===== src/hdl/ata_pkg.sv =====
// ata_pkg: shared types and constants for the accelerometer tilt block.
// No dependencies; imported by all hdl files.
`default_nettype none
package ata_pkg;
	localparam int TblFrac   = 20;
	localparam int CordSteps = 24;
	localparam int AccW      = 28;

	typedef struct packed {
		logic [15:0] x_word;
		logic [15:0] y_word;
		logic [15:0] z_word;
	} ata_in_t;

	typedef struct packed {
		logic signed [11:0] accel_x;
		logic signed [11:0] accel_y;
		logic signed [11:0] accel_z;
		logic signed [15:0] tilt_angle;
		logic               angle_undefined;
	} ata_out_t;

	// side data that rides along the pipe
	typedef struct packed {
		logic               vld;
		logic [11:0]        cx;
		logic [11:0]        cy;
		logic [11:0]        cz;
		logic               zneg;
		logic [1:0]         kind;
	} ata_tag_t;

	localparam logic [1:0] KindCordic = 2'd0;
	localparam logic [1:0] KindZero   = 2'd1;
	localparam logic [1:0] KindNinety = 2'd2;
	localparam logic [1:0] KindUndef  = 2'd3;

	function automatic logic [AccW-1:0] atan_tbl(input logic [4:0] i);
		case (i)
			5'd0: atan_tbl = 28'd47185920;
			5'd1: atan_tbl = 28'd27855475;
			5'd2: atan_tbl = 28'd14718068;
			5'd3: atan_tbl = 28'd7471121;
			5'd4: atan_tbl = 28'd3750058;
			5'd5: atan_tbl = 28'd1876857;
			5'd6: atan_tbl = 28'd938658;
			5'd7: atan_tbl = 28'd469357;
			5'd8: atan_tbl = 28'd234682;
			5'd9: atan_tbl = 28'd117342;
			5'd10: atan_tbl = 28'd58671;
			5'd11: atan_tbl = 28'd29335;
			5'd12: atan_tbl = 28'd14668;
			5'd13: atan_tbl = 28'd7334;
			5'd14: atan_tbl = 28'd3667;
			5'd15: atan_tbl = 28'd1833;
			5'd16: atan_tbl = 28'd917;
			5'd17: atan_tbl = 28'd458;
			5'd18: atan_tbl = 28'd229;
			5'd19: atan_tbl = 28'd115;
			5'd20: atan_tbl = 28'd57;
			5'd21: atan_tbl = 28'd29;
			5'd22: atan_tbl = 28'd14;
			5'd23: atan_tbl = 28'd7;
			default: atan_tbl = '0;
		endcase
	endfunction
endpackage
`default_nettype wire


===== src/hdl/ata_sqrt_cell.sv =====
// ata_sqrt_cell: one bit of a pipelined restoring square root.
// Depends on ata_pkg.
`default_nettype none
module ata_sqrt_cell
	import ata_pkg::*;
#(
	parameter int VW  = 64,
	parameter int RW  = 32,
	parameter int BIT = 0
) (
	input  wire logic          clk,
	input  wire logic          arst_n,
	input  wire logic [VW-1:0] rem_i,
	input  wire logic [RW-1:0] root_i,
	input  wire ata_tag_t      tag_i,
	output logic      [VW-1:0] rem_o,
	output logic      [RW-1:0] root_o,
	output ata_tag_t           tag_o
);
	// trial = (root << (BIT+1)) + 4^BIT, compare against remaining value
	logic [VW+1:0] trial;
	logic          take;
	assign trial = ((VW+2)'(root_i) << (BIT+1)) + ((VW+2)'(1) << (2*BIT));
	assign take = {2'b0, rem_i} >= trial;

	always_ff @(posedge clk or negedge arst_n) begin
		if (!arst_n) begin
			tag_o.vld <= 1'b0;
		end else begin
			tag_o <= tag_i;
		end
	end
	always_ff @(posedge clk) begin
		rem_o      <= take ? VW'({2'b0, rem_i} - trial) : rem_i;
		root_o     <= root_i | (take ? (RW'(1) << BIT) : '0);
	end
endmodule
`default_nettype wire


===== config.mk =====
export PLATFORM = sky130hd
export DESIGN_NAME = ata_sqrt_cell
export DESIGN_NICKNAME = d
export VERILOG_FILES = /design/src/hdl/ata_pkg.sv /design/src/hdl/ata_sqrt_cell.sv
export SDC_FILE = /design/constraint.sdc
export NUM_CORES = 1
export LEC_CHECK = 0
export ABC_AREA = 0
export BUFFER_PORTS_ARGS = -buffer_cell sky130_fd_sc_hd__buf_2
export CORE_MARGIN = 4
export CORE_UTILIZATION = 53
export CTS_BUF_LIST = sky130_fd_sc_hd__clkbuf_2 sky130_fd_sc_hd__clkbuf_4 sky130_fd_sc_hd__clkbuf_8
export CTS_CLUSTER_DIAMETER = 50
export DETAILED_ROUTE_END_ITERATION = 10
export GPL_TIMING_DRIVEN = 0
export HOLD_SLACK_MARGIN = 0.05
export PLACE_DENSITY = 0.88
export SLEW_MARGIN = 5
export SYNTH_ARGS = -nofsm -noshare
export SYNTH_HDL_FRONTEND = slang
export SYNTH_SLANG_ARGS = --single-unit

===== constraint.sdc =====
create_clock -name clk -period 1.1 [get_ports clk]
set_input_delay 0.22 -clock clk [delete_from_list [all_inputs] [get_ports clk]]
set_output_delay 0.22 -clock clk [all_outputs]
set_load 0.01 [all_outputs]

==> results of run 1 <==
## through the flow
step / worst slack, ns / utilization / cell area, um2 / std cells / hold slack, ns
global placement: -2.01 / 0.708 / 8260 / 1056 / 0.328
floorplan: -1.60 / - / 6730 / 642 / -0.0756
detailed placement: -2.03 / 0.708 / 8260 / 1056 / 0.333
## kinds of logic after synthesis
| family | after synthesis | share of synthesized area |
|---|---|---|
| AND/OR/NAND/NOR | 202 | 0.168 |
| AO/OA/AOI/OAI | 143 | 0.141 |
| flip-flops | 136 | 0.485 |
| buffers and inverters | 63 | 0.0506 |
| XOR/XNOR | 61 | 0.0831 |
| adder cells (fa/ha/maj) | 34 | 0.0673 |
| multiplexers | 3 | 0.00525 |
==> impl_metrics.csv, run 1 <==
group,metric,value,unit
run_status,outcome,"aborted with a tool error",
run_status,haltStage,"clock tree synthesis",
run_status,error,"[ERROR DPL-0033] detailed placement checks failed during check placement.",
clock_network,post_cts_resized,238,
floorplanning,io_pins,274,
synthesis,ys_async_sr_fraction,0.00735,
placed_design,port_buffers,271,
floorplanning,die_x,118,um
synthesis,synth.top_cell.area_share,0.299,
synthesis,ys_seq_area_frac,0.485,
floorplanning,initial_core_util,0.552,
clock_network,cts_buffers,17,
clock_network,cts_htree_levels,4,
synthesis,ys_warn_count,0,
floorplanning,rows,39,
synthesis,yosysTopAreaCell,"dfxtp_1",
synthesis,syn_area,0.00643,mm2
placed_design,place.gp.congestion,0.934,
floorplanning,die_h,118,um
synthesis,synth.distinct_cells,71,
synthesis,synthFlopType,"dfxtp_1",
synthesis,synth-seq-cells,136,
synthesis,synth_commonest_cells,"96 x dfxtp_1, 74 x nand2_1, 50 x o21ai_0",
clock_network,clock-sinks,136,
synthesis,synth-edff-count,39,
synthesis,syn_area_per_cell,10.0,um2
synthesis,synthCells,642,
synthesis,synth.most_common_cell,"dfxtp_1",
clock_network,cts_root_buffer,"clkbuf_8",
placed_design,hpwlAfterDp,14.9,mm
clock_network,cts_hold_buf,127,
clock_network,clk_path_buf_depth,2,
clock_network,postCtsSetupBuffers,55,
synthesis,synth_area_leaders,"dfxtp_1 30%, edfxtp_1 18%, ha_1 6.4%, xor2_1 5.2%, nand2_1 4.3%",
synthesis,synth_fp_nets,814,
==> run 2: changes to the inputs <==
--- a/config.mk
+++ b/config.mk
@@ -8,13 +8,10 @@
 export ABC_AREA = 0
 export BUFFER_PORTS_ARGS = -buffer_cell sky130_fd_sc_hd__buf_2
 export CORE_MARGIN = 4
-export CORE_UTILIZATION = 53
-export CTS_BUF_LIST = sky130_fd_sc_hd__clkbuf_2 sky130_fd_sc_hd__clkbuf_4 sky130_fd_sc_hd__clkbuf_8
-export CTS_CLUSTER_DIAMETER = 50
+export CORE_UTILIZATION = 40
 export DETAILED_ROUTE_END_ITERATION = 10
 export GPL_TIMING_DRIVEN = 0
-export HOLD_SLACK_MARGIN = 0.05
-export PLACE_DENSITY = 0.88
+export PLACE_DENSITY_LB_ADDON = 0.15
 export SLEW_MARGIN = 5
 export SYNTH_ARGS = -nofsm -noshare
 export SYNTH_HDL_FRONTEND = slang
==> impl_metrics.csv, run 2 <==
group,metric,value,unit
run_status,outcome,"finished with violations",
run_status,violations,"setup timing",
cells_and_area,top_register,"rem_o",
routing,antenna_left,0,
synthesis,synth_fp_nets,814,
placed_design,port_buffers,271,
worst_setup_path,cp_slowest_stage_delay,0.58,ns
cells_and_area,drive_gt1_frac,0.555,
job,maxCapViolCount,0,
clock_network,tritoncts,"built",
floorplanning,initial_core_util,0.406,
pwr,clockPowerShare,0.348,
timing,finalSetupViolCount,105,
pwr,switching_share,0.290,
floorplanning,die_h,135,um
floorplanning,rows,46,
synthesis,synth-seq-cells,136,
pwr,vdd_drop_max,0.00106,V
floorplanning,die_x,135,um
cells_and_area,layout-area-overhead-vs-synth,82.0,%
placed_design,hpwlAfterDp,15.0,mm
synthesis,syn_area,0.00643,mm2
grt,grtUsageTotal,0.235,
pwr,intPower,0.0110,W
timing,slew_headroom,0.391,
clock_network,cts_htree_levels,4,
grt,grt_overflow_total,0,
synthesis,ys_async_sr_fraction,0.00735,
timing,tightest_slew,0.913,ns
worst_setup_path,required,1.44,ns
synthesis,synth.most_common_cell,"dfxtp_1",
timing,hold_viol,0,
placed_design,place.gp.congestion,0.886,
synthesis,synth.top_cell.area_share,0.299,
routing,vias_per_cell,5.00,
grt,grt_max_degree,41,
timing,fin_hold_ws,0.0149,ns
cells_and_area,mostFrequentLayoutCell,"buf_2",
placed_design,placement.cell_area,0.00835,mm2
floorplanning,die_area,0.0182,mm2
worst_setup_path,critPathSlowestCell,"or4b_4",
pwr,p_leak,5.15,nW
grt,grt_pass1_vias,6560,
min_path,worstHoldStart,"rem_i[26]",
cells_and_area,finish.utilization,0.740,
cells_and_area,final_cell_mix,"223 x buf_2, 81 x dlygate4sd3_1, 66 x dfxtp_1",
floorplanning,coreArea,0.0158,mm2
worst_setup_path,critical_path_class,"in -> reg",
clock_network,cts_buffers,17,
timing,maxSlewViolCount,0,
pwr,powerDensity,1320,mW/mm2
floorplanning,io_pins,274,
timing,min_period,2.64,ns
cells_and_area,largestRegisters,"rem_o (64), tag_o (40), root_o (32)",
cells_and_area,largest_reg_flops,64,
grt,grt_pass1_wl,33.5,mm
pwr,p_switching,0.00449,W
min_path,min_to,"rem_o[26]$_DFF_P_",
pwr,comb_power_share,0.271,
routing,routed-via-count,6570,
worst_setup_path,crit_chain,"buf_8 -> ha_4 -> a21o_4 -> a311o_1 -> a221o_2 -> a31oi_4 -> nor3_2 -> or4b_4 -> buf_16 -> nor3_4 -> xor2_1",
timing,timing.final.crit_share,2.40,
synthesis,synth.distinct_cells,71,
worst_setup_path,path_max_fanout,5,
timing,rsz0062_at_grt,"true",
routing,drt_first_iter_violations,347,
synthesis,ys_seq_area_frac,0.485,
cells_and_area,fin_nets,1256,
min_path,hold_class,"in -> reg",
timing,setup_ws,-1.54,ns
worst_setup_path,crit_arrival,2.99,ns
synthesis,ys_warn_count,0,
worst_setup_path,end_kind,"flop",
grt,antenna_found_initial,2,
clock_network,cts_root_buffer,"clkbuf_16",
routing,post-route-drc-count,0,
pwr,power,0.0155,W
synthesis,synthCells,642,
synthesis,yosysTopAreaCell,"dfxtp_1",
synthesis,synth-edff-count,39,
worst_setup_path,path_buf_inv,2,
min_path,whs_path_depth,3,
worst_setup_path,cp-start-kind,"primary input",
routing,drt-wirelength-per-cell,17.6,um
routing,dr.pass1.iters,5,
clock_network,clk_pin_slew_worst_paths,0.06,ns
synthesis,synth_commonest_cells,"96 x dfxtp_1, 74 x nand2_1, 50 x o21ai_0",
clock_network,clock-sinks,136,
pwr,power_frac_seq,0.381,
timing,max_freq,378,MHz
synthesis,syn_area_per_cell,10.0,um2
synthesis,synth_area_leaders,"dfxtp_1 30%, edfxtp_1 18%, ha_1 6.4%, xor2_1 5.2%, nand2_1 4.3%",
clock_network,clk_path_buf_depth,2,
routing,wl,23.2,mm
cells_and_area,post-route-cell-area,0.0117,mm2
synthesis,synthFlopType,"dfxtp_1",
worst_setup_path,path_delay_family,"compound AO/OA/AOI/OAI gates",
run 2: area by class of cell:
cell class / instances / area (um2)
inverters: 39 / 176
well taps: 216 / 270
multi-input cells: 443 / 4030
diodes: 1 / 2.50
clock inverters: 15 / 125
repair buffers: 429 / 3260
fillers: 1117 / 4120
flip-flops and latches: 136 / 3160
plain buffers: 18 / 259
clock buffers: 17 / 425
run 2: metal layers:
layer	part of all wire	global-route usage	vias to the layer above
li1	-	-	3176
met1	0.39	0.277	3121
met2	0.53	0.416	234
met3	0.067	0.0697	37
met4	0.018	0.0650	2
met5	0.00047	0	-
run 2: through the flow:
step	setup WS, ns	std cells	setup TNS [ns]
after floorplan	-1.60	642	-76.72
after global placement	-2.02	1129	-117.29
after detailed placement	-2.01	1129	-120.32
after CTS	-1.48	1286	-78.34
after global routing	-1.59	1314	-84.24
final	-1.54	1314	-79.17
run 2: logic make-up after synthesis:
logic type,after synthesis,share of synthesized area
flops,136,0.485
mux,3,0.00525
simple gates,202,0.168
fa+ha+maj,34,0.0673
compound gates,143,0.141
xor+xnor,61,0.0831
buf+inv,63,0.0506
run 2: how the worst max path moves through the flow:
stage,from,to,slack [ns],depth (start not counted)
floorplan,rem_i[3],rem_o[47]$_DFF_P_,-1.60,11
global route,rem_i[1],rem_o[47]$_DFF_P_,-1.59,11
detailed placement,root_i[2],rem_o[51]$_DFF_P_,-2.01,13
CTS,root_i[0],rem_o[59]$_DFF_P_,-1.48,12
global placement,root_i[2],rem_o[43]$_DFF_P_,-2.02,12
finish,rem_i[1],rem_o[53]$_DFF_P_,-1.54,11
run 2: power by group through the flow:
stage / logic, W / clock network [W] / registers (W)
final: 0.00419 / 0.00539 / 0.00589
after global routing: 0.00448 / 0.00572 / 0.00593
after CTS: 0.00366 / 0.00553 / 0.00582
after detailed placement: 0.00292 / 0 / 0.00591
after global placement: 0.00291 / 0 / 0.00590
after floorplan: 0.00139 / 0 / 0.00621
run 2: repair_timing:
action | 4_1_cts | 5_1_grt
hold buffers | 81 | 0
setup buffers | 42 | 34
setup endpoints to repair | 116 | 151
pin swaps | 47 | 61
resized for setup | 159 | 172
gates cloned | 7 | 0
hold endpoints to repair | 81 | 0
(Power assumes the default switching activity.)
==> run 3: changes to the inputs <==
==> constraint.sdc (replaced) <==
create_clock -name clk -period 3.1 [get_ports clk]
set_input_delay 0.62 -clock clk [delete_from_list [all_inputs] [get_ports clk]]
set_output_delay 0.62 -clock clk [all_outputs]
set_load 0.01 [all_outputs]
==> impl_metrics.csv, run 3 (synthesized netlist as in run 2, its figures left out) <==
group,metric,value,unit
pwr,powerDensity,591,mW/mm2
pwr,vdd_drop_max,0.000378,V
run_status,outcome,"finished, final reports clean",
timing,slew_headroom,0.415,
cells_and_area,final_cell_mix,"278 x buf_2, 96 x dfxtp_1, 74 x nand2_1",
floorplanning,die_x,135,um
floorplanning,rows,46,
cells_and_area,num-fill-cells,1481,
timing,timing.final.crit_share,0.999,
clock_network,cts_root_buffer,"clkbuf_16",
floorplanning,coreArea,0.0158,mm2
clock_network,cts_htree_levels,4,
worst_setup_path,required,3.45,ns
timing,tightest_slew,0.877,ns
worst_setup_path,end_kind,"flop",
timing,rsz0062_at_grt,"true",
floorplanning,initial_core_util,0.406,
worst_setup_path,critical_path_class,"in -> reg",
placed_design,hpwlAfterDp,14.8,mm
grt,grt_overflow_total,0,
floorplanning,die_h,135,um
cells_and_area,largestRegisters,"rem_o (64), tag_o (40), root_o (32)",
cells_and_area,fin_nets,1101,
min_path,whs_path_depth,1,
worst_setup_path,cp-start-kind,"primary input",
placed_design,port_buffers,271,
routing,antenna_left,0,
worst_setup_path,path_max_fanout,10,
grt,antenna_found_initial,1,
placed_design,dp.cells,1129,
routing,wl,18.6,mm
placed_design,place.gp.congestion,0.881,
timing,fin_hold_ws,0.303,ns
cells_and_area,top_register,"rem_o",
min_path,min_to,"tag_o[39]$_DFF_PN0_",
floorplanning,die_area,0.0182,mm2
clock_network,clock-sinks,136,
job,maxCapViolCount,0,
routing,routed-via-count,5640,
clock_network,cts_buffers,17,
timing,min_period,3.10,ns
cells_and_area,instances_no_fill,1158,
cells_and_area,largest_reg_flops,64,
cells_and_area,mostFrequentLayoutCell,"buf_2",
grt,grtUsageTotal,0.204,
floorplanning,io_pins,274,
pwr,p_leak,3.95,nW
routing,vias_per_cell,4.87,
worst_setup_path,crit_arrival,3.44,ns
placed_design,placement.cell_area,0.00810,mm2
clock_network,clk_pin_slew_worst_paths,0.06,ns
routing,drt-wirelength-per-cell,16.1,um
min_path,hold_class,"in -> reg",
pwr,power,0.00519,W
cells_and_area,post-route-cell-area,0.00879,mm2
timing,hold_viol,0,
grt,grt_pass1_wl,29.3,mm
timing,max_freq,323,MHz
routing,drt_first_iter_violations,196,
routing,dr.pass1.iters,4,
clock_network,clk_path_buf_depth,2,
cells_and_area,drive_gt1_frac,0.387,
cells_and_area,layout-area-overhead-vs-synth,36.6,%
min_path,worstHoldStart,"tag_i[39]",
routing,post-route-drc-count,0,
timing,maxSlewViolCount,0,
timing,finalSetupViolCount,0,
grt,grt_max_degree,41,
grt,grt_pass1_vias,5736,
clock_network,tritoncts,"built",
cells_and_area,diodes,0,
## run 3: worst max path at each step
stage,startpoint,to,slack [ns],depth (start not counted)
after global routing,root_i[2],rem_o[51]$_DFF_P_,-0.06,13
after global placement,rem_i[56],rem_o[5]$_DFF_P_,-0.49,9
final,root_i[2],rem_o[47]$_DFF_P_,0.004,13
after CTS,root_i[2],rem_o[51]$_DFF_P_,0.02,13
after floorplan,root_i[2],rem_o[47]$_DFF_P_,-0.009,12
after detailed placement,rem_i[56],rem_o[11]$_DFF_P_,-0.50,9
## run 3: per-layer routing
metal | up-vias | routed length, um | track usage
li1 | 2856 | - | -
met1 | 2599 | 7800 | 0.249
met2 | 162 | 9310 | 0.354
met3 | 21 | 1240 | 0.0537
met4 | 2 | 243 | 0.0645
met5 | - | 11 | 0
## run 3: final cells by class
class | count | area [um2] | share of cell area
clock inverter | 14 | 188 | 0.0214
tap | 216 | 270 | 0.0308
multi-input combinational | 443 | 3080 | 0.351
clock buffer | 18 | 439 | 0.0500
sequential | 136 | 3120 | 0.355
inverter | 39 | 149 | 0.0169
buffer | 20 | 174 | 0.0198
timing repair buffer | 272 | 1360 | 0.155
## run 3: what timing repair did
action                                  in CTS  in global routing
resized for setup                            2                 18
pin swaps                                    0                  3
hold buffers                                 0                  0
endpoints found under the hold margin        0                  0
buffers inserted                             0                  1
endpoints found under the setup margin      13                 52
## run 3: critical path, stage by stage
cell and delay (ns):
buf_2 0.11, inv_2 0.06, ha_4 0.19, buf_6 0.13, a21o_1 0.17, a311o_1 0.35
a221o_2 0.42, a31oi_4 0.24, nor3_2 0.09, or4b_4 0.54, buf_12 0.18, nor4_2 0.17
xor2_1 0.17
## run 3: where the power goes
group | switching [W] | internal [W] | leakage [nW]
clock network | 0.000829 | 0.00131 | 0.304
logic | 0.000571 | 0.000425 | 2.44
registers | 0.0000382 | 0.00202 | 1.20
## run 3: stage by stage
step	util	setup TNS, ns	setup slack, ns
finish	0.555	0	0.00378
global route	0.555	-0.235	-0.0584
CTS	0.551	0	0.0190
detailed placement	0.512	-18.76	-0.502
global placement	0.512	-18.17	-0.488
floorplan	-	-0.0277	-0.00923
