`src/hdl/ata_pkg.sv`:
```
// ata_pkg: shared types and constants for the accelerometer tilt block.
// No dependencies; imported by all hdl files.
`default_nettype none
package ata_pkg;
	localparam int TblFrac   = 20;
	localparam int CordSteps = 24;
	localparam int AccW      = 28;

	typedef struct packed {
		logic [15:0] x_word;
		logic [15:0] y_word;
		logic [15:0] z_word;
	} ata_in_t;

	typedef struct packed {
		logic signed [11:0] accel_x;
		logic signed [11:0] accel_y;
		logic signed [11:0] accel_z;
		logic signed [15:0] tilt_angle;
		logic               angle_undefined;
	} ata_out_t;

	// side data that rides along the pipe
	typedef struct packed {
		logic               vld;
		logic [11:0]        cx;
		logic [11:0]        cy;
		logic [11:0]        cz;
		logic               zneg;
		logic [1:0]         kind;
	} ata_tag_t;

	localparam logic [1:0] KindCordic = 2'd0;
	localparam logic [1:0] KindZero   = 2'd1;
	localparam logic [1:0] KindNinety = 2'd2;
	localparam logic [1:0] KindUndef  = 2'd3;

	function automatic logic [AccW-1:0] atan_tbl(input logic [4:0] i);
		case (i)
			5'd0: atan_tbl = 28'd47185920;
			5'd1: atan_tbl = 28'd27855475;
			5'd2: atan_tbl = 28'd14718068;
			5'd3: atan_tbl = 28'd7471121;
			5'd4: atan_tbl = 28'd3750058;
			5'd5: atan_tbl = 28'd1876857;
			5'd6: atan_tbl = 28'd938658;
			5'd7: atan_tbl = 28'd469357;
			5'd8: atan_tbl = 28'd234682;
			5'd9: atan_tbl = 28'd117342;
			5'd10: atan_tbl = 28'd58671;
			5'd11: atan_tbl = 28'd29335;
			5'd12: atan_tbl = 28'd14668;
			5'd13: atan_tbl = 28'd7334;
			5'd14: atan_tbl = 28'd3667;
			5'd15: atan_tbl = 28'd1833;
			5'd16: atan_tbl = 28'd917;
			5'd17: atan_tbl = 28'd458;
			5'd18: atan_tbl = 28'd229;
			5'd19: atan_tbl = 28'd115;
			5'd20: atan_tbl = 28'd57;
			5'd21: atan_tbl = 28'd29;
			5'd22: atan_tbl = 28'd14;
			5'd23: atan_tbl = 28'd7;
			default: atan_tbl = '0;
		endcase
	endfunction
endpackage
`default_nettype wire

```
`src/hdl/ata_cordic_cell.sv`:
```
// ata_cordic_cell: one vectoring CORDIC micro-rotation, registered.
// Depends on ata_pkg.
`default_nettype none
module ata_cordic_cell
	import ata_pkg::*;
#(
	parameter int W    = 36,
	parameter int STEP = 0
) (
	input  wire logic                   clk,
	input  wire logic                   arst_n,
	input  wire logic signed [W-1:0]    xv_i,
	input  wire logic signed [W-1:0]    yv_i,
	input  wire logic signed [AccW:0]   acc_i,
	input  wire ata_tag_t               tag_i,
	output logic signed      [W-1:0]    xv_o,
	output logic signed      [W-1:0]    yv_o,
	output logic signed      [AccW:0]   acc_o,
	output ata_tag_t                    tag_o
);
	logic signed [W-1:0]    dx, dy;
	logic signed [AccW:0]   ang;
	assign dx  = yv_i >>> STEP;
	assign dy  = xv_i >>> STEP;
	assign ang = $signed({1'b0, atan_tbl(5'(STEP))});

	always_ff @(posedge clk or negedge arst_n) begin
		if (!arst_n) begin
			tag_o.vld <= 1'b0;
		end else begin
			tag_o <= tag_i;
		end
	end
	always_ff @(posedge clk) begin
		if (yv_i > 0) begin
			xv_o  <= xv_i + dx;
			yv_o  <= yv_i - dy;
			acc_o <= acc_i + ang;
		end else begin
			xv_o  <= xv_i - dx;
			yv_o  <= yv_i + dy;
			acc_o <= acc_i - ang;
		end
	end
endmodule
`default_nettype wire

```
`config.mk`:
```
export PLATFORM = sky130hd
export DESIGN_NAME = ata_cordic_cell
export DESIGN_NICKNAME = d
export VERILOG_FILES = /design/src/hdl/ata_pkg.sv /design/src/hdl/ata_cordic_cell.sv
export SDC_FILE = /design/constraint.sdc
export NUM_CORES = 1
export LEC_CHECK = 0
export BUFFER_PORTS_ARGS = -buffer_cell sky130_fd_sc_hd__buf_2
export CORE_ASPECT_RATIO = 1.75
export CORE_UTILIZATION = 58
export DETAILED_ROUTE_END_ITERATION = 6
export PLACE_DENSITY = 0.88
export SLEW_MARGIN = 20
export SYNTH_ARGS = -nofsm -noshare
export SYNTH_HDL_FRONTEND = slang
export SYNTH_SLANG_ARGS = --single-unit
export TNS_END_PERCENT = 10
```
`constraint.sdc`:
```
create_clock -name clk -period 1.6 [get_ports clk]
set_clock_uncertainty 0.2 [all_clocks]
set_input_delay 0.08 -clock clk [delete_from_list [all_inputs] [get_ports clk]]
set_output_delay 0.08 -clock clk [all_outputs]
set_load 0.02 [all_outputs]
```
==> results of run 1 <==
==> cell families after synthesis <==
group	after synthesis	share of synthesized area
buf+inv	163	0.06298
simple gates	246	0.1247
flops	140	0.3207
xor+xnor	77	0.06762
fa+ha+maj	116	0.1485
mux	14	0.01405
compound gates	397	0.2614
==> Yosys cell counts (3+ instances only) <==
cell type	instances
a21oi_1	145
ha_1	112
inv_1	110
dfxtp_1	100
o21ai_0	77
nor2_1	69
xnor2_1	66
nand2_1	49
a21o_1	40
edfxtp_1	39
clkbuf_1	29
o21bai_1	24
nor3_1	21
nor4_1	20
nand3_1	16
o31ai_1	15
mux2i_1	14
nor2b_1	14
nand4_1	12
o211ai_1	12
o21a_1	12
nand2b_1	11
xor2_1	11
buf_1	10
buf_2	10
a211oi_1	8
or3_1	7
a31oi_1	6
and2_1	6
o31a_1	5
o41ai_1	5
a21boi_0	4
fa_1	4
nand3b_1	4
o221ai_1	4
o22ai_1	4
a2111oi_0	3
a2111oi_4	3
and3_1	3
o2111ai_1	3
or4_1	3
==> per-stage QoR <==
stage	hold WS, ns	utilization	setup WS, ns
after detailed placement	-0.1260	0.8478	-1.595
after global placement	-0.1438	0.8478	-1.419
after floorplan	-0.4156	-	-1.107
==> results.txt, run 1 <==
----------------------------------------------------
[Place]
  Weighted congestion at the end of routability-driven global placement ... between 1 and 1.5
  Inst Count DP ... 1,974
  Instance area after placement ... between 10,000 and 15,000 um2
  Port Buf Inserts ... 283
  Placed wire-length estimate after detailed placement ... 33,300 um

[Logic synthesis]
  Top cells by area in the synthesized netlist ... dfxtp_1, ha_1, edfxtp_1, a21oi_1, xnor2_1
  Synthesized instance count ... 1,153
  Syn Std Cell Area ... ~10000 um2
  Post-synth EDFFs ... 39
  Number of flip-flops and latches in the synthesized netlist ... 140
  Net count of the mapped netlist ... 1,412
  Sequential-to-total area share from yosys stat ... 0.3207
  Largest area contributor in the synthesized netlist ... dfxtp_1
  Number of unique standard cell types used by synthesis ... 75
  Total number of yosys warnings ... 0
  Prevailing post-synth register cell ... dfxtp_1
  Average footprint of a synthesized cell ... about 8.6 um2
  Async set or reset register ratio after synthesis ... 0.007143
  Share of Yosys cell area claimed by the top area cell type ... 0.2007

[Floorplanning]
  Number of top-level design ports ... 284
  X dimension of the die ... ~100 um
  Chip height ... 175.5 um
  Row cnt ... 63
  Starting density of the core ... 0.5912

[Clock network]
  CTS H-Tree Depth ... 4
  Root Buffer ... clkbuf_16
  Hold bufs inserted after CTS ... 74
  Postcts setup bufs ... 21
  Number of clock sinks ... 140
  Number of CTS-inserted buffers ... 17
  Longest Clk Path Bufs ... 2
  Post-CTS resize count ... roughly 170

[Run status]
  Status ... stopped before the end
  Last stage the flow got to ... 4_1_cts
  First error in the log ... [ERROR DPL-0033] detailed placement checks failed during check placement.

----------------------------------------------------
==> run 2: changes to the inputs <==
--- a/config.mk
+++ b/config.mk
@@ -6,10 +6,9 @@
 export NUM_CORES = 1
 export LEC_CHECK = 0
 export BUFFER_PORTS_ARGS = -buffer_cell sky130_fd_sc_hd__buf_2
-export CORE_ASPECT_RATIO = 1.75
-export CORE_UTILIZATION = 58
+export CORE_UTILIZATION = 40
 export DETAILED_ROUTE_END_ITERATION = 6
-export PLACE_DENSITY = 0.88
+export PLACE_DENSITY_LB_ADDON = 0.15
 export SLEW_MARGIN = 20
 export SYNTH_ARGS = -nofsm -noshare
 export SYNTH_HDL_FRONTEND = slang
==> results.txt, run 2 <==
----------------------------------------------------
[Global routing]
  Overall Global Routing Usage ... 0.3155
  Vias in the first global route ... 11,810
  Largest net degree at the start of global routing ... between 60 and 70
  Antenna violations before repair ... 0
  Wire length of the first global-routing pass ... 62,710 um
  GRT Residual Overflow ... 0

[Route]
  Routed vias ... 11,590
  Post-detailed-route wirelength per cell ... 18.22 um
  Number of DRC violations after detailed-routing iteration 0 ... 799
  Router iterations before antenna repair ... 6
  Final WL ... 40,770 um
  Final antenna-violating net count ... 0
  Post-route DRC violation count ... 0
  Per-cell via count in the routed design ... 5.181

[Place]
  Instance area after placement ... 14,840 um2 (+3.8%)
  Inst Count DP ... 2,125 (+7.6%)
  Worst Setup Slack post-DPL ... -1.727 ns (-0.1315 ns)
  Weighted congestion at the end of routability-driven global placement ... 0.9613 (-14%)
  Placed wire-length estimate after detailed placement ... 31,430 um (-5.6%)
  Port Buf Inserts ... 283 (unchanged)

[Worst hold path]
  Path type of the worst min-delay path ... primary input to flop
  Start point of the worst min-delay path ... acc_i[21]

[Logic synthesis]
  Total number of yosys warnings ... 0 (unchanged)
  Prevailing post-synth register cell ... dfxtp_1
  Share of Yosys cell area claimed by the top area cell type ... 0.2007 (unchanged)
  Top cells by area in the synthesized netlist ... dfxtp_1, ha_1, edfxtp_1, a21oi_1, xnor2_1
  Ranking of synthesized cells by instance count ... a21oi_1, ha_1, inv_1, dfxtp_1, o21ai_0
  Async set or reset register ratio after synthesis ... 0.007143 (unchanged)
  Post-synth EDFFs ... 39 (unchanged)
  Most common cell in the netlist ... a21oi_1
  Syn Std Cell Area ... 9973 um2 (unchanged)
  Average footprint of a synthesized cell ... 8.650 um2 (unchanged)
  Net count of the mapped netlist ... 1,412 (unchanged)
  Number of unique standard cell types used by synthesis ... 75 (unchanged)
  Synthesized instance count ... 1,153 (unchanged)
  Largest area contributor in the synthesized netlist ... dfxtp_1
  Sequential-to-total area share from yosys stat ... 0.3207 (unchanged)
  Number of flip-flops and latches in the synthesized netlist ... 140 (unchanged)

[Clock network]
  Longest Clk Path Bufs ... 2 (unchanged)
  Clock tree from TritonCTS ... yes
  CTS H-Tree Depth ... 4 (unchanged)
  Root Buffer ... clkbuf_16
  Number of CTS-inserted buffers ... 17 (unchanged)
  CTS clock-pin slew for the worst setup and hold paths ... 0.07 ns
  Hold bufs inserted after CTS ... 74 (unchanged)
  Number of clock sinks ... 140 (unchanged)

[Run status]
  Status ... finished, violations left
  Violated checks ... hold timing, setup timing

[Layout]
  Largest regs ... tag_o: 40 flops, xv_o: 36 flops, yv_o: 35 flops
  Register name with the most flops ... tag_o
  Ant diodes ... 0
  Proportion of layout cells with a drive suffix above 1 ... 0.4577
  Most common library cell in the layout ignoring fill and taps ... buf_4
  Largest register FFs ... 40
  Area Growth Syn to Fin ... 70.54%
  Utilization after layout ... 0.6973
  Final Cell Area ... 17,010 um2
  Number of nets in the final layout ... 2,160
  Post-Layout Cell Count ... between 2,000 and 2,500
  Most used cells in the layout excluding fill and tap cells ... buf_4, buf_2, a21oi_1

[Critical path]
  Kind of launch point of the worst setup path ... primary input
  Critical path fanouts, max ... 5
  Type of the worst setup path ... primary input to flop
  Worst EP required ... between 1.5 and 2 ns
  Data arrival time of the critical path ... 2.77 ns
  Start point of the critical path ... xv_i[0]
  Critical Path End Type ... flop

[Timing]
  Final period util ... 1.640
  Worst-case hold slack ... -0.1115 ns
  Fin crit period ... between 2 and 3 ns
  Fin Setup TNS ... -45.57 ns
  Final setup margin ... -1.024 ns
  Number of endpoints failing setup at the final stage ... 78
  Measured slew at the worst slew-check pin ... 0.5877 ns
  Final hold violations ... 3
  Highest clock frequency the design can meet ... around 380 MHz
  Count of final max-slew check failures ... 0
  Unrepaired setup endpoints after global routing ... yes
  Worst relative slew slack ... 0.6046

[Pwr]
  Static Leakage ... 8.232 nW
  Pwr dens ... 873.6 nW/um2
  Pwr Total ... 14.86 mW
  Max rail drop VDD ... 0.5650 mV

[Floorplanning]
  Row cnt ... 57 (-9.5%)
  DIE AREA ... 25,570 um2
  Placeable Area ... 24,390 um2
  Starting density of the core ... 0.4089 (-0.1823)
  Chip height ... 159.9 um (-8.9%)
  Number of top-level design ports ... 284 (unchanged)
  X dimension of the die ... 159.9 um (+58%)

[Flow run]
  MaxCap Viol Count ... 0

----------------------------------------------------
run 2: cell counts after synthesis:
Identical to the previous run, type by type.
run 2: path summary, 6_finish.rpt:
| kind | end | slack (ns) | cells past startpoint |
|---|---|---|---|
| min in group asynchronous | tag_o[39]$_DFF_PN0_ | 0.59 | 3 |
| worst min-delay path | acc_o[21]$_DFF_P_ | -0.11 | 4 |
| max in group asynchronous | tag_o[39]$_DFF_PN0_ | 0.49 | 3 |
| worst max-delay path | xv_o[28]$_DFF_P_ | -1.02 | 14 |
run 2: kinds of logic after synthesis:
group,synth area share
compound gates,0.2614
xor+xnor,0.06762
fa+ha+maj,0.1485
flops,0.3207
mux,0.01405
buf+inv,0.06298
simple gates,0.1247
run 2: layout make-up:
| class | instances | area (um2) |
|---|---|---|
| clock buffer | 17 | 425.4 |
| clock inverter | 15 | 181.4 |
| fill | 1997 | 7382 |
| inverter | 113 | 426.7 |
| multi-input combinational | 850 | 6893 |
| sequential | 140 | 3198 |
| tap | 324 | 405.4 |
| timing repair buffer | 779 | 5479 |
run 2: power by group:
group / switching (mW) / internal [mW] / total, mW
Sequential: 0.180 / 4.24 / 4.41
Combinational: 3.43 / 2.85 / 6.28
Clock: 2.03 / 2.14 / 4.17
run 2: timing repair:
| action | 4_1_cts | 5_1_grt |
|---|---|---|
| setup buffers | 7 | 0 |
| resized for setup | 124 | 48 |
| pin swaps | 32 | 18 |
| setup endpoints to repair | 78 | 78 |
| hold endpoints to repair | 87 | 3 |
run 2: critical path: stages:
cell       delay (ns)
buf_8            0.10
ha_4             0.16
buf_6            0.11
fa_2             0.36
nand2b_4         0.10
a2111oi_4        0.07
or3_4            0.35
a311o_4          0.36
a31oi_4          0.17
buf_12           0.15
o31ai_4          0.08
a2111oi_4        0.36
o31ai_2          0.12
xnor2_1          0.19
run 2: routing by layer:
metal | wire length (um) | GRT usage
met5 | 0 | 0
met4 | 1916 | 0.1476
met3 | 2160 | 0.05974
met2 | 19940 | 0.5578
met1 | 16750 | 0.3672
Power figures use the tool's default switching activity.
==> run 3: changes to the inputs <==
--- a/config.mk
+++ b/config.mk
@@ -9,6 +9,7 @@
 export CORE_UTILIZATION = 40
 export DETAILED_ROUTE_END_ITERATION = 6
 export PLACE_DENSITY_LB_ADDON = 0.15
+export SKIP_LAST_GASP = 1
 export SLEW_MARGIN = 20
 export SYNTH_ARGS = -nofsm -noshare
 export SYNTH_HDL_FRONTEND = slang
==> results.txt, run 3 (same netlist as run 2, synthesis figures left out) <==
----------------------------------------------------
[Timing]
  Number of endpoints failing setup at the final stage ... 78 (unchanged)
  Measured slew at the worst slew-check pin ... 0.7050 ns (+0.1173 ns)
  Final hold violations ... 3 (unchanged)
  Unrepaired setup endpoints after global routing ... yes
  Worst relative slew slack ... 0.5300 (-0.07460)
  Highest clock frequency the design can meet ... 383.2 MHz (+0.55%)
  Count of final max-slew check failures ... 0 (unchanged)
  Worst-case hold slack ... -0.1027 ns (+0.008814 ns)
  Final period util ... 1.631 (-0.008900)
  Fin crit period ... 2.610 ns (-0.01424 ns)
  Final setup margin ... -1.010 ns (+0.01424 ns)
  Fin Setup TNS ... -49.90 ns (-4.331 ns)

[Run status]
  Violated checks ... hold timing, setup timing
  Status ... finished, violations left

[Clock network]
  Clock tree from TritonCTS ... yes
  Longest Clk Path Bufs ... 2 (unchanged)
  CTS clock-pin slew for the worst setup and hold paths ... 0.07 ns (about the same)
  CTS H-Tree Depth ... 4 (unchanged)
  Number of CTS-inserted buffers ... 17 (unchanged)
  Root Buffer ... clkbuf_16
  Number of clock sinks ... 140 (unchanged)

[Layout]
  Proportion of layout cells with a drive suffix above 1 ... 0.4520 (-0.005682)
  Largest register FFs ... 40 (unchanged)
  Register area ... 3198 um2 (unchanged)
  Area of the multi-input gates ... 6897 um2 (about the same)
  Area Growth Syn to Fin ... 72.20%
  Number of nets in the final layout ... 2,173 (+0.60%)
  Register name with the most flops ... tag_o
  Most common library cell in the layout ignoring fill and taps ... buf_4
  Post-Layout Cell Count ... 2,252 (+0.63%)
  Count of filler cells inserted in the layout ... 1,945 (-2.6%)
  Final Cell Area ... 17,170 um2 (+0.97%)
  Largest regs ... tag_o: 40 flops, xv_o: 36 flops, yv_o: 35 flops
  Most used cells in the layout excluding fill and tap cells ... buf_4, buf_2, a21oi_1

[Route]
  Router iterations before antenna repair ... 7 (+1)
  Routed vias ... 11,700 (+0.89%)
  Post-route DRC violation count ... 0 (unchanged)
  Post-detailed-route wirelength per cell ... 18.37 um (+0.82%)
  Number of DRC violations after detailed-routing iteration 0 ... 772 (-3.4%)
  Final WL ... 41,360 um (+1.5%)
  Final antenna-violating net count ... 0 (unchanged)
  Per-cell via count in the routed design ... 5.194 (+0.26%)

[Place]
  Weighted congestion at the end of routability-driven global placement ... 0.9613 (unchanged)
  Instance area after placement ... 14,840 um2 (unchanged)
  Port Buf Inserts ... 283 (unchanged)
  Inst Count DP ... 2,125 (unchanged)
  Placed wire-length estimate after detailed placement ... 31,430 um (unchanged)
  Worst Setup Slack post-DPL ... -1.727 ns (unchanged)

[Flow run]
  MaxCap Viol Count ... 0 (unchanged)

[Global routing]
  Vias in the first global route ... 11,630 (-1.6%)
  GRT Residual Overflow ... 0 (unchanged)
  Overall Global Routing Usage ... 0.3127 (-0.002828)
  Largest net degree at the start of global routing ... 62 (unchanged)
  Wire length of the first global-routing pass ... 62,070 um (-1.0%)
  Antenna violations before repair ... 1 (+1)

[Pwr]
  Net switching component of the power ... 5.707 mW (+1.2%)
  Net switching share of the total power ... 0.3811 (+0.001593)
  Static Leakage ... 8.318 nW (+1.0%)
  Pwr dens ... 872.1 nW/um2 (-0.18%)
  Combinational share of power ... 0.424 (+0.002)
  Proportion of power drawn by the clock network ... 0.281 (about the same)
  Total internal power ... 9.269 mW (+0.53%)
  Pwr Total ... 14.98 mW (+0.79%)
  Part of the total power dissipated in sequential elements ... 0.295 (-0.002)
  Max rail drop VDD ... 0.5659 mV (+0.15%)

[Critical path]
  Critical Path End Type ... flop
  Critical path fanouts, max ... 5 (unchanged)
  Type of the worst setup path ... primary input to flop
  Library cell contributing the largest single delay on the critical path ... fa_2
  Largest stage delay on the critical path ... 0.36 ns (about the same)
  Data arrival time of the critical path ... 2.76 ns (about the same)
  Worst EP required ... 1.75 ns (about the same)
  Kind of launch point of the worst setup path ... primary input
  Ordered list of cells on the worst path ... buf_8 > ha_4 > buf_6 > fa_2 > nand2b_4 > a2111oi_4 > or3_4 > a311o_4 > a31oi_4 > buf_12 > o31ai_4 > a2111oi_4 > o31ai_2 > xnor2_1
  Crit path top cell by count ... a2111oi_4

[Floorplanning]
  Row cnt ... 57 (unchanged)
  Placeable Area ... 24,390 um2 (unchanged)
  DIE AREA ... 25,570 um2 (unchanged)
  X dimension of the die ... 159.9 um (unchanged)
  Number of top-level design ports ... 284 (unchanged)
  Starting density of the core ... 0.4089 (unchanged)
  Chip height ... 159.9 um (unchanged)

[Worst hold path]
  Start point of the worst min-delay path ... acc_i[22]
  Path type of the worst min-delay path ... primary input to flop
  Hold endpoint ... acc_o[22]$_DFF_P_
  Hold path depth ... 4 (unchanged)

----------------------------------------------------
[run 3: cell count changes in the layout (fill, tap and decap cells not counted), sizes merged]
| cell | previous run | this run |
|---|---|---|
| buf | 704 | 714 |
| clkbuf | 18 | 17 |
| diode | 0 | 1 |
| dlygate4sd3 | 74 | 78 |
[run 3: final cells by class]
class                   count  area share
well taps                 324     0.02360
flip-flops and latches    140      0.1862
diodes                      1   0.0001457
clock inverters            15     0.01056
multi-input cells         850      0.4016
repair buffers            792      0.3280
inverters                 113     0.02513
clock buffers              17     0.02477
[run 3: layer usage]
metal  up-vias  track usage  share of wire
li1       5620            -              -
met1      5499       0.3740           0.41
met2       468       0.5480           0.49
met3       110      0.05299          0.055
met4         0       0.1398          0.046
met5         -            0              0
[run 3: how the worst max path moves through the flow]
stage                   from                to  slack (ns)
floorplan            xv_i[0]  xv_o[22]$_DFF_P_       -1.11
global placement     xv_i[0]  yv_o[28]$_DFF_P_       -1.73
detailed placement   xv_i[0]  yv_o[28]$_DFF_P_       -1.73
CTS                  yv_i[0]  xv_o[28]$_DFF_P_       -0.98
global route        xv_i[21]  yv_o[34]$_DFF_P_       -1.08
finish               yv_i[0]  xv_o[28]$_DFF_P_       -1.01
[run 3: power by group through the flow]
stage,combinational (mW),sequential (mW),clock [mW]
3_3_place_gp,5.63,4.49,0
6_report,6.35,4.42,4.21
3_5_place_dp,5.66,4.48,0
5_1_grt,6.73,4.47,4.40
2_1_floorplan,2.15,5.22,0
4_1_cts,6.00,4.41,4.23
[run 3: critical path, delay by kind of cell]
kind                       cells  cell delay (ns)
AOI/OAI and AO/OA              6             1.16
and+or+nand+nor                2             0.45
buffers and inverters          3             0.36
xor gates and xnor gates       1             0.20
adders and majority gates      2             0.52
[run 3: stage by stage]
step	utilization	hold slack (ns)
after floorplan	-	-0.4156
after global placement	0.6084	-0.2256
after detailed placement	0.6084	-0.2206
after CTS	0.6778	-0.1224
after global routing	0.7041	-0.1026
final	0.7041	-0.1027
[run 3: timing repair]
item | CTS | global route
resized for setup | 59 | 111
setup buffers | 7 | 9
pin swaps | 18 | 43
hold endpoints to repair | 86 | 7
endpoints found under the setup margin | 78 | 78
cloned | 0 | 0
hold buffers | 74 | 4
